File: src/wfsa_pkg.sv
// Shared types, codes and sizes of the worst-fit segment allocator.
package wfsa_pkg;

	localparam int NUM_SEGS = 16;
	localparam int IDX_W = $clog2(NUM_SEGS);
	localparam int ADDR_W = 16;
	localparam int ID_W = 16;
	localparam logic [ADDR_W-1:0] MEM_SIZE_RST = ADDR_W'(1024);

	typedef enum logic [1:0] {
		OP_ALLOC = 2'd0,
		OP_FREE  = 2'd1,
		OP_LIST  = 2'd2,
		OP_RSVD  = 2'd3
	} opcode_t;

	typedef enum logic [2:0] {
		STAT_ALLOC     = 3'd0,
		STAT_NO_SPACE  = 3'd1,
		STAT_FREED     = 3'd2,
		STAT_NOT_FOUND = 3'd3,
		STAT_LIST      = 3'd4,
		STAT_FULL      = 3'd5,
		STAT_ZERO      = 3'd6
	} status_t;

	typedef enum logic [3:0] {
		S_IDLE,
		S_DISP,
		S_QUICK,
		S_SCAN,
		S_EVAL,
		S_HOLE,
		S_SEG,
		S_TAIL,
		S_FREE,
		S_FIN
	} fsm_t;

	// Commands from the controller to the datapath
	typedef struct packed {
		logic load;
		logic scan_step;
		logic emit_hole;
		logic emit_seg;
		logic emit_tail;
		logic free_step;
		logic quick;
		logic finish;
	} cmd_t;

	// Status from the datapath to the controller
	typedef struct packed {
		opcode_t op;
		logic    quick_fail;
		logic    scan_last;
		logic    found;
		logic    gap;
		logic    tail;
		logic    can_push;
		logic    out_space;
		logic    pend_busy;
	} sts_t;

endpackage

File: src/wfsa_ctrl.sv
// Request sequencer of the worst-fit segment allocator.
module wfsa_ctrl import wfsa_pkg::*; (
	input  logic clk,
	input  logic arst_n,
	input  logic in_valid,
	output logic in_stall,
	input  sts_t sts,
	output cmd_t cmd
);

	fsm_t state_q, state_d;

	// State register
	always_ff @(posedge clk or negedge arst_n) begin
		if (!arst_n) begin
			state_q <= S_IDLE;
		end else begin
			state_q <= state_d;
		end
	end

	// Next state
	always_comb begin
		state_d = state_q;
		unique case (state_q)
			S_IDLE: begin
				if (in_valid) state_d = S_DISP;
			end
			S_DISP: begin
				unique case (sts.op)
					OP_ALLOC: state_d = sts.quick_fail ? S_QUICK : S_SCAN;
					OP_FREE:  state_d = S_FREE;
					OP_LIST:  state_d = S_SCAN;
					default:  state_d = S_IDLE;
				endcase
			end
			S_QUICK: begin
				if (sts.out_space) state_d = S_IDLE;
			end
			S_SCAN: begin
				if (sts.scan_last) state_d = S_EVAL;
			end
			S_EVAL: begin
				if (sts.found) state_d = sts.gap ? S_HOLE : S_SEG;
				else state_d = sts.tail ? S_TAIL : S_FIN;
			end
			S_HOLE: begin
				if (sts.can_push) state_d = S_SEG;
			end
			S_SEG: begin
				if (sts.can_push) state_d = S_SCAN;
			end
			S_TAIL: begin
				if (sts.can_push) state_d = S_FIN;
			end
			S_FREE: begin
				if (sts.can_push && sts.scan_last) state_d = S_FIN;
			end
			S_FIN: begin
				if (sts.out_space) state_d = S_IDLE;
			end
			default: state_d = S_IDLE;
		endcase
	end

	// Command outputs
	always_comb begin
		cmd = '0;
		in_stall = 1'b1;
		unique case (state_q)
			S_IDLE: begin
				in_stall = 1'b0;
				cmd.load = in_valid;
			end
			S_QUICK: cmd.quick = sts.out_space;
			S_SCAN:  cmd.scan_step = 1'b1;
			S_HOLE:  cmd.emit_hole = sts.can_push;
			S_SEG:   cmd.emit_seg = sts.can_push;
			S_TAIL:  cmd.emit_tail = sts.can_push;
			S_FREE:  cmd.free_step = sts.can_push;
			S_FIN:   cmd.finish = sts.out_space;
			default: cmd = '0;
		endcase
	end

endmodule

File: src/wfsa_dp.sv
// Segment table, address-order walk and result registers of the allocator.
module wfsa_dp import wfsa_pkg::*; (
	input  logic              clk,
	input  logic              arst_n,
	input  logic [1:0]        opcode,
	input  logic [ID_W-1:0]   owner_id,
	input  logic [ADDR_W-1:0] request_size,
	input  logic              cfg_wr_en,
	input  logic [ADDR_W-1:0] cfg_wr_data,
	input  cmd_t              cmd,
	output sts_t              sts,
	input  logic              out_stall,
	output logic              out_valid,
	output logic [2:0]        status,
	output logic [ADDR_W-1:0] address,
	output logic [ADDR_W-1:0] length,
	output logic [ID_W-1:0]   result_owner,
	output logic              is_hole,
	output logic              last
);

	// Segment table
	logic [ADDR_W-1:0]   mem_size_q;
	logic [NUM_SEGS-1:0] valid_q;
	logic [ID_W-1:0]     own_q   [NUM_SEGS];
	logic [ADDR_W-1:0]   start_q [NUM_SEGS];
	logic [ADDR_W-1:0]   len_q   [NUM_SEGS];

	// Request and walk state
	opcode_t           op_q;
	logic [ID_W-1:0]   id_q;
	logic [ADDR_W-1:0] size_q;
	logic [IDX_W-1:0]  scan_q;
	logic              found_q, have_prev_q;
	logic [ADDR_W-1:0] prev_start_q, cand_start_q, cand_len_q;
	logic [IDX_W-1:0]  prev_idx_q, cand_idx_q;
	logic [ID_W-1:0]   cand_own_q;
	logic [ADDR_W:0]   cursor_q;
	logic [ADDR_W-1:0] best_len_q, best_start_q;

	// Pending item and output register
	logic              pend_valid_q;
	status_t           pend_stat_q, out_stat_q;
	logic [ADDR_W-1:0] pend_addr_q, pend_len_q, out_addr_q, out_len_q;
	logic [ID_W-1:0]   pend_own_q, out_own_q;
	logic              pend_hole_q, out_hole_q, out_last_q, out_valid_q;

	logic              rd_valid, take, free_hit, gap, tail, full, out_space, is_alloc;
	logic [ADDR_W-1:0] rd_start, rd_len, gap_len, tail_len;
	logic [ID_W-1:0]   rd_own;
	logic [ADDR_W:0]   seg_end;
	logic [IDX_W-1:0]  slot, scan_nxt;
	logic              push_en, hole_new, new_len_big;
	status_t           p_stat;
	logic [ADDR_W-1:0] p_addr, p_len;
	logic [ID_W-1:0]   p_own;
	logic              p_hole;
	logic              o_wr, o_last;
	status_t           o_stat;
	logic [ADDR_W-1:0] o_addr, o_len;
	logic [ID_W-1:0]   o_own;
	logic              o_hole;

	// Read the entry under the scan index
	assign rd_valid = valid_q[scan_q];
	assign rd_start = start_q[scan_q];
	assign rd_len   = len_q[scan_q];
	assign rd_own   = own_q[scan_q];

	// Next segment in address order: above the previous key, below the candidate
	assign take = rd_valid
		&& (!have_prev_q || {rd_start, scan_q} > {prev_start_q, prev_idx_q})
		&& (!found_q || {rd_start, scan_q} < {cand_start_q, cand_idx_q});
	assign free_hit = rd_valid && (rd_own == id_q);
	assign scan_nxt = (scan_q == IDX_W'(NUM_SEGS - 1)) ? '0 : scan_q + 1'b1;

	assign seg_end  = {1'b0, cand_start_q} + {1'b0, cand_len_q};
	assign gap      = {1'b0, cand_start_q} > cursor_q;
	assign gap_len  = cand_start_q - cursor_q[ADDR_W-1:0];
	assign tail     = {1'b0, mem_size_q} > cursor_q;
	assign tail_len = mem_size_q - cursor_q[ADDR_W-1:0];

	// Lowest free table entry
	always_comb begin
		slot = '0;
		for (int i = NUM_SEGS - 1; i >= 0; i--) begin
			if (!valid_q[i]) slot = IDX_W'(i);
		end
	end
	assign full = &valid_q;

	assign is_alloc  = (op_q == OP_ALLOC);
	assign out_space = !out_valid_q || !out_stall;

	// Item produced by the walk or the free scan
	always_comb begin
		p_stat   = STAT_LIST;
		p_addr   = cursor_q[ADDR_W-1:0];
		p_len    = gap_len;
		p_own    = '0;
		p_hole   = 1'b1;
		hole_new = 1'b0;
		if (cmd.emit_hole) begin
			hole_new = 1'b1;
		end else if (cmd.emit_tail) begin
			p_len    = tail_len;
			hole_new = 1'b1;
		end else if (cmd.emit_seg) begin
			p_addr = cand_start_q;
			p_len  = cand_len_q;
			p_own  = cand_own_q;
			p_hole = 1'b0;
		end else begin
			p_stat = STAT_FREED;
			p_addr = rd_start;
			p_len  = rd_len;
			p_own  = id_q;
			p_hole = 1'b0;
		end
	end
	assign push_en = !is_alloc && (cmd.emit_hole || cmd.emit_tail || cmd.emit_seg
		|| (cmd.free_step && free_hit));
	assign new_len_big = hole_new && (p_len > best_len_q);

	// Result going to the output register
	always_comb begin
		o_wr   = 1'b0;
		o_stat = STAT_LIST;
		o_addr = '0;
		o_len  = '0;
		o_own  = id_q;
		o_hole = 1'b0;
		o_last = 1'b1;
		if (cmd.quick) begin
			o_wr   = 1'b1;
			o_stat = (size_q == '0) ? STAT_ZERO : STAT_FULL;
			o_len  = (size_q == '0) ? '0 : size_q;
		end else if (cmd.finish) begin
			o_wr = 1'b1;
			if (is_alloc) begin
				if (best_len_q >= size_q) begin
					o_stat = STAT_ALLOC;
					o_addr = best_start_q;
				end else begin
					o_stat = STAT_NO_SPACE;
				end
				o_len = size_q;
			end else if (pend_valid_q) begin
				o_stat = pend_stat_q;
				o_addr = pend_addr_q;
				o_len  = pend_len_q;
				o_own  = pend_own_q;
				o_hole = pend_hole_q;
			end else if (op_q == OP_FREE) begin
				o_stat = STAT_NOT_FOUND;
			end else begin
				o_own  = '0;
				o_hole = 1'b1;
			end
		end else if (push_en && pend_valid_q) begin
			o_wr   = 1'b1;
			o_stat = pend_stat_q;
			o_addr = pend_addr_q;
			o_len  = pend_len_q;
			o_own  = pend_own_q;
			o_hole = pend_hole_q;
			o_last = 1'b0;
		end
	end

	// Configuration register
	always_ff @(posedge clk or negedge arst_n) begin
		if (!arst_n) begin
			mem_size_q <= MEM_SIZE_RST;
		end else if (cfg_wr_en) begin
			mem_size_q <= cfg_wr_data;
		end
	end

	// Valid bits: set on allocation, drop on free
	always_ff @(posedge clk or negedge arst_n) begin
		if (!arst_n) begin
			valid_q <= '0;
		end else if (cmd.finish && is_alloc && (best_len_q >= size_q)) begin
			valid_q[slot] <= 1'b1;
		end else if (cmd.free_step && free_hit) begin
			valid_q[scan_q] <= 1'b0;
		end
	end

	// Table payload
	always_ff @(posedge clk) begin
		if (cmd.finish && is_alloc && (best_len_q >= size_q)) begin
			own_q[slot]   <= id_q;
			start_q[slot] <= best_start_q;
			len_q[slot]   <= size_q;
		end
	end

	// Walk control state
	always_ff @(posedge clk or negedge arst_n) begin
		if (!arst_n) begin
			scan_q       <= '0;
			found_q      <= 1'b0;
			have_prev_q  <= 1'b0;
			pend_valid_q <= 1'b0;
			out_valid_q  <= 1'b0;
		end else begin
			if (cmd.load) begin
				scan_q      <= '0;
				found_q     <= 1'b0;
				have_prev_q <= 1'b0;
			end else if (cmd.scan_step) begin
				scan_q <= scan_nxt;
				if (take) found_q <= 1'b1;
			end else if (cmd.emit_seg) begin
				scan_q      <= '0;
				found_q     <= 1'b0;
				have_prev_q <= 1'b1;
			end else if (cmd.free_step) begin
				scan_q <= scan_nxt;
			end
			if (cmd.finish) pend_valid_q <= 1'b0;
			else if (push_en) pend_valid_q <= 1'b1;
			if (o_wr) out_valid_q <= 1'b1;
			else if (!out_stall) out_valid_q <= 1'b0;
		end
	end

	// Walk payload: request, candidate, cursor and best hole
	always_ff @(posedge clk) begin
		if (cmd.load) begin
			op_q       <= opcode_t'(opcode);
			id_q       <= owner_id;
			size_q     <= request_size;
			cursor_q   <= '0;
			best_len_q <= '0;
		end
		if (cmd.scan_step && take) begin
			cand_start_q <= rd_start;
			cand_len_q   <= rd_len;
			cand_own_q   <= rd_own;
			cand_idx_q   <= scan_q;
		end
		if (cmd.emit_seg) begin
			prev_start_q <= cand_start_q;
			prev_idx_q   <= cand_idx_q;
			if (seg_end > cursor_q) cursor_q <= seg_end;
		end
		if (is_alloc && new_len_big) begin
			best_len_q   <= p_len;
			best_start_q <= p_addr;
		end
		if (push_en) begin
			pend_stat_q <= p_stat;
			pend_addr_q <= p_addr;
			pend_len_q  <= p_len;
			pend_own_q  <= p_own;
			pend_hole_q <= p_hole;
		end
		if (o_wr) begin
			out_stat_q <= o_stat;
			out_addr_q <= o_addr;
			out_len_q  <= o_len;
			out_own_q  <= o_own;
			out_hole_q <= o_hole;
			out_last_q <= o_last;
		end
	end

	// Status to the controller
	always_comb begin
		sts            = '0;
		sts.op         = op_q;
		sts.quick_fail = (size_q == '0) || full;
		sts.scan_last  = (scan_q == IDX_W'(NUM_SEGS - 1));
		sts.found      = found_q;
		sts.gap        = gap;
		sts.tail       = tail;
		sts.can_push   = is_alloc || !pend_valid_q || out_space;
		sts.out_space  = out_space;
		sts.pend_busy  = pend_valid_q;
	end

	assign out_valid    = out_valid_q;
	assign status       = out_stat_q;
	assign address      = out_addr_q;
	assign length       = out_len_q;
	assign result_owner = out_own_q;
	assign is_hole      = out_hole_q;
	assign last         = out_last_q;

endmodule

File: src/worst_fit_segment_allocator.sv
// Worst-fit allocator over a table of 16 segments; one request at a time.
// Requests are processed one at a time: in_stall stays high from the transfer
// until the last result is in the output register. The table is walked in
// address order by a scan that visits one entry per clock; each step of the
// walk is a full scan of the table, an evaluate state and a state that takes
// the segment, with a hole state ahead of it where a gap lies before it.
// Allocate and list end with a tail hole if memory remains; in a list the
// hole, segment and tail states wait while the receiver stalls. Free makes a
// single pass over the table; zero-size and table-full allocations skip the walk.
// Results are held one deep so that the final item can carry last.
module worst_fit_segment_allocator import wfsa_pkg::*; (
	input  logic              clk,
	input  logic              arst_n,
	input  logic              in_valid,
	output logic              in_stall,
	input  logic [1:0]        opcode,
	input  logic [ID_W-1:0]   owner_id,
	input  logic [ADDR_W-1:0] request_size,
	input  logic              cfg_wr_en,
	input  logic [ADDR_W-1:0] cfg_wr_data,
	output logic              out_valid,
	input  logic              out_stall,
	output logic [2:0]        status,
	output logic [ADDR_W-1:0] address,
	output logic [ADDR_W-1:0] length,
	output logic [ID_W-1:0]   result_owner,
	output logic              is_hole,
	output logic              last
);

	cmd_t cmd;
	sts_t sts;

	// Sequencer
	wfsa_ctrl u_ctrl (
		.clk      (clk),
		.arst_n   (arst_n),
		.in_valid (in_valid),
		.in_stall (in_stall),
		.sts      (sts),
		.cmd      (cmd)
	);

	// Table and result path
	wfsa_dp u_dp (
		.clk          (clk),
		.arst_n       (arst_n),
		.opcode       (opcode),
		.owner_id     (owner_id),
		.request_size (request_size),
		.cfg_wr_en    (cfg_wr_en),
		.cfg_wr_data  (cfg_wr_data),
		.cmd          (cmd),
		.sts          (sts),
		.out_stall    (out_stall),
		.out_valid    (out_valid),
		.status       (status),
		.address      (address),
		.length       (length),
		.result_owner (result_owner),
		.is_hole      (is_hole),
		.last         (last)
	);

`ifndef SYNTHESIS
	// A new request never finds a result still held back
	a_pend_empty: assert property (@(posedge clk) disable iff (!arst_n)
		(in_valid && !in_stall) |-> !sts.pend_busy)
		else $error("request accepted with a pending result");

	// Final results only go where the output register is free or leaving
	a_out_room: assert property (@(posedge clk) disable iff (!arst_n)
		(cmd.finish || cmd.quick) |-> sts.out_space)
		else $error("final result overwrites a waiting transfer");

	// A segment is emitted only after the scan found one
	a_seg_found: assert property (@(posedge clk) disable iff (!arst_n)
		cmd.emit_seg |-> sts.found)
		else $error("segment emitted without a candidate");
`endif

endmodule

File: config.mk
export PLATFORM = sky130hd
export DESIGN_NAME = worst_fit_segment_allocator
export DESIGN_NICKNAME = d
export VERILOG_FILES = /design/src/wfsa_pkg.sv /design/src/wfsa_ctrl.sv /design/src/wfsa_dp.sv /design/src/worst_fit_segment_allocator.sv
export SDC_FILE = /design/constraint.sdc
export NUM_CORES = 1
export LEC_CHECK = 0
export ABC_AREA = 1
export BUFFER_PORTS_ARGS = -buffer_cell sky130_fd_sc_hd__buf_2
export CORE_UTILIZATION = 40
export DETAILED_ROUTE_END_ITERATION = 10
export PLACE_DENSITY = 0.65
export SKIP_LAST_GASP = 1
export SLEW_MARGIN = 20
export SYNTH_ARGS = -nofsm -noshare
export SYNTH_HDL_FRONTEND = slang
export SYNTH_SLANG_ARGS = --single-unit
export TNS_END_PERCENT = 30
File: constraint.sdc
create_clock -name clk -period 4.3 [get_ports clk]
set_input_delay 0.215 -clock clk [delete_from_list [all_inputs] [get_ports clk]]
set_output_delay 0.215 -clock clk [all_outputs]
set_load 0.005 [all_outputs]
==> metrics.csv <==
metric,value,unit
Worst Tran Pin Value,880,ps
total of max-cap violations,0,
post-synth net total,4622,
Setup Viol. Count Final,0,
vias in the first global route,31889,
pwr dens,637,nW/µm²
post-synthesis mux area share,0.373,%
Area Overhead vs Synth,16.9,%
Sink Count,1071,
share of layout cells above drive strength 1,11.3,%
routed length per instance,21.6,µm
hold crit path type,input pin to async pin,
min cycle time layout,4230,ps
"Avg Cell Area, Syn",10.8,µm²
vias,34042,
xor/xnor cell area share of the yosys netlist,0.420,%
number of synthesized flops with an enable pin,1010,
worst-path cell chain,buf_4 > buf_12 > o21ai_0 > o22ai_1 > nand2_1 > nand4_1 > nor2_1 > o21ai_0 > o21ai_0 > inv_1 > ha_1 > nand4_1 > nor3_2 > a211o_1 > nand3_1 > inv_2 > buf_6,
Slowest Stage Delay on Critical Path,550,ps
RSZ-0062 raised after global routing,true,
endpoint class of the critical path,register,
Tcrit/Tclk final,98.4,%
total power,35.7,mW
area of the multi-input gates,13800,µm²
DRT Wirelength,138000,µm
H-tree depth,3,
Clock Pin Slew Worst Setup and Hold Paths,60,ps
first-pass iteration count of the detailed router,5,
main flop type after synthesis,edfxtp_1,
clk_lat worst skew,720,ps
io pins,110,
LEAKAGE,21.7,nW
post-synthesis cell count,4424,
sequential fraction of the synthesis area,66.3,%
Port Buf Inserts,109,
slowest CP cell,dfrtp_4,
Post-synth ARST share,4.11,%
Final nets,4911,
Simple-Gate Fraction of Synth Area,14.3,%
Compound-Gate Fraction of Synth Area,9.38,%
Worst Setup Start Kind,register,
"Slew Viols, Final",0,
CP most frequent cell,o21ai_0,
adder-cell share of the synthesized area,3.78,%
Seq cells post-synth,1071,
final count of hold timing violations,0,
global-route wire length before repair,205000,µm
total congestion overflow,0,
fmax,0.236,GHz
synth unique cells,53,
CP max FO,83,
gr usage total,22.6,%
die area,121000,µm²
initial antenna violation count,4,
R2R Setup Slk,70,ps
Worst IR Drop VDD,0.534,mV
clk_skew,55.5,ps
status,completed,
largest family of logic cells by synthesized area,simple AND/OR/NAND/NOR gates,
Final GP Congestion,0.947,
Final Cell Area,56000,µm²
Initial Utilization,40.5,%
initial DRC count,3796,
Critical Path RT,4720,ps
die span in y,348,µm
final std cells w/o fill,6410,
Vias/cell,5.31,
Die X,348,µm
antenna-violating nets left,0,
Hold WS,38.9,ps
DRC,0,
CTS tree,built,
clock root cell,clkbuf_16,
Cell Rows,126,
pin count of the biggest net entering global routing,119,
clock tree buffer depth,3,
Setup Crit Path Kind,register to register,
most frequent cells in the layout,"1010 x edfxtp_1, 966 x nand2_1, 449 x inv_1",
Sequential Area,31800,µm²
relative slew slack,41.3,%
DP HPWL,90000,µm
Core Region,118000,µm²
Synth Cell Area,48000,µm²
dpl cell area,51800,µm²
filler instances,10622,
TritonCTS Buffers,112,
Synth warnings,0,
"commonest non-fill, non-tap cell in the layout",edfxtp_1,
CP arrival,4650,ps
placed cell count,6129,
-- flip-flops by register name, summed over array words and instances (netlist names), 16 cells and up --
| signal | flops |
|---|---|
| u_dp.pend_own_q | 16 |
| u_dp.prev_start_q | 16 |
| u_dp.best_len_q | 16 |
| u_dp.start_q | 256 |
| u_dp.cand_len_q | 16 |
| u_dp.cand_own_q | 16 |
| u_dp.len_q | 256 |
| u_dp.id_q | 16 |
| u_dp.pend_len_q | 16 |
| u_dp.own_q | 256 |
| u_dp.size_q | 16 |
| u_dp.cursor_q | 17 |
| u_dp.length | 16 |
| u_dp.best_start_q | 16 |
| u_dp.address | 16 |
| u_dp.valid_q | 16 |
| u_dp.cand_start_q | 16 |
| u_dp.mem_size_q | 16 |
| u_dp.pend_addr_q | 16 |
| u_dp.result_owner | 16 |
-- worst max-delay path: cells and delay by family, from the launching register on --
family,cells,cell delay (ps)
AO/OA/AOI/OAI,5,880
adder cells (fa/ha/maj),1,310
buffers and inverters,5,810
flip-flops,1,550
AND/OR/NAND/NOR,6,1290
-- final cells by class --
class	count	area share [%]
Multi-Input combinational cell	2692	24.6
Tap cell	1600	3.57
Sequential cell	1071	56.7
Inverter	463	3.13
Clock buffer	141	5.19
Antenna cell	1	0.00446
Clock inverter	69	1.07
Timing Repair Buffer	373	5.77
-- cell families (layout without fill, tap and decap cells) --
logic type,after synthesis,in the layout
simple gates,1692,1692
flops,1071,1071
fa+ha+maj,143,143
xor+xnor,23,23
buf+inv,661,1046
mux,16,16
other cells,0,1
compound gates,818,818
-- power by group --
group	switching (mW)	total, mW	leakage [nW]	internal, mW
Sequential	0.428	13.0	9.82	12.6
Clock	4.14	9.33	1.71	5.18
Combinational	9.13	13.4	10.1	4.30
Total	13.7	35.7	21.7	22.0
-- layer usage --
metal  track usage (%)  wire (µm)  vias to the layer above
met5                 0         13                        -
met4              6.03       3340                        2
met3              4.16      13200                      224
met2              34.8      62000                     1463
met1              32.7      59900                    16425
li1                  -          -                    15928
-- metrics by stage --
stage / setup TNS (ps) / util, % / setup WS, ps
3_3_place_gp: 0 / 43.7 / 63.4
3_5_place_dp: 0 / 43.7 / 14.0
2_1_floorplan: -113190 / - / -233
5_1_grt: -357 / 47.3 / -45.2
4_1_cts: 0 / 47.2 / 20.2
6_report: 0 / 47.3 / 68.7
-- path summary, 6_finish.rpt --
kind | start | endpoint | depth (start not counted)
worst max-delay path | u_dp.scan_q[0]$_DFFE_PN0P_ | u_dp.best_start_q[4]$_DFFE_PP_ | 17
worst min-delay path | arst_n | u_dp.mem_size_q[10]$_DFFE_PN1P_ | 2
worst max register to register | u_dp.scan_q[0]$_DFFE_PN0P_ | u_dp.best_start_q[4]$_DFFE_PP_ | 17
worst min register to register | u_dp.cand_idx_q[3]$_DFFE_PP_ | u_dp.prev_idx_q[3]$_DFFE_PP_ | 0
max in group asynchronous | arst_n | u_dp.mem_size_q[8]$_DFFE_PN0P_ | 3
min in group clk | cfg_wr_en | u_dp.mem_size_q[13]$_DFFE_PN0P_ | 2
-- synthesized netlist by cell type (all sizes together), types with 4 or more instances --
| master | number | area share, % |
|---|---|---|
| xor2 | 17 | 0.31 |
| clkinv | 5 | 0.039 |
| inv | 458 | 3.6 |
| o21ai | 427 | 4.5 |
| ha | 140 | 3.7 |
| o21bai | 9 | 0.14 |
| dfrtp | 43 | 2.2 |
| a21oi | 178 | 1.9 |
| a32oi | 4 | 0.073 |
| nor3 | 19 | 0.20 |
| or2 | 10 | 0.13 |
| nand4 | 53 | 0.69 |
| nor2 | 427 | 3.4 |
| a21boi | 8 | 0.13 |
| a21o | 5 | 0.078 |
| o211ai | 9 | 0.14 |
| nand2 | 968 | 7.6 |
| clkbuf | 109 | 0.85 |
| edfxtp | 1010 | 63 |
| a32o | 11 | 0.23 |
| and2 | 5 | 0.065 |
| nand3 | 206 | 2.2 |
| buf | 89 | 1.0 |
| dfxtp | 17 | 0.71 |
| o22ai | 132 | 1.7 |
| o31ai | 13 | 0.20 |
| xnor2 | 6 | 0.11 |
| mux2 | 15 | 0.35 |
| a211oi | 11 | 0.17 |
-- what timing repair did --
| action | CTS | global route |
|---|---|---|
| hold buffers | 65 | 0 |
| pin swaps | 1 | 3 |
| buffers inserted | 0 | 5 |
| endpoints found under the hold margin | 95 | 0 |
| resized for setup | 0 | 26 |
| endpoints found under the setup margin | 1 | 176 |
Power figures use the tool's default switching activity.
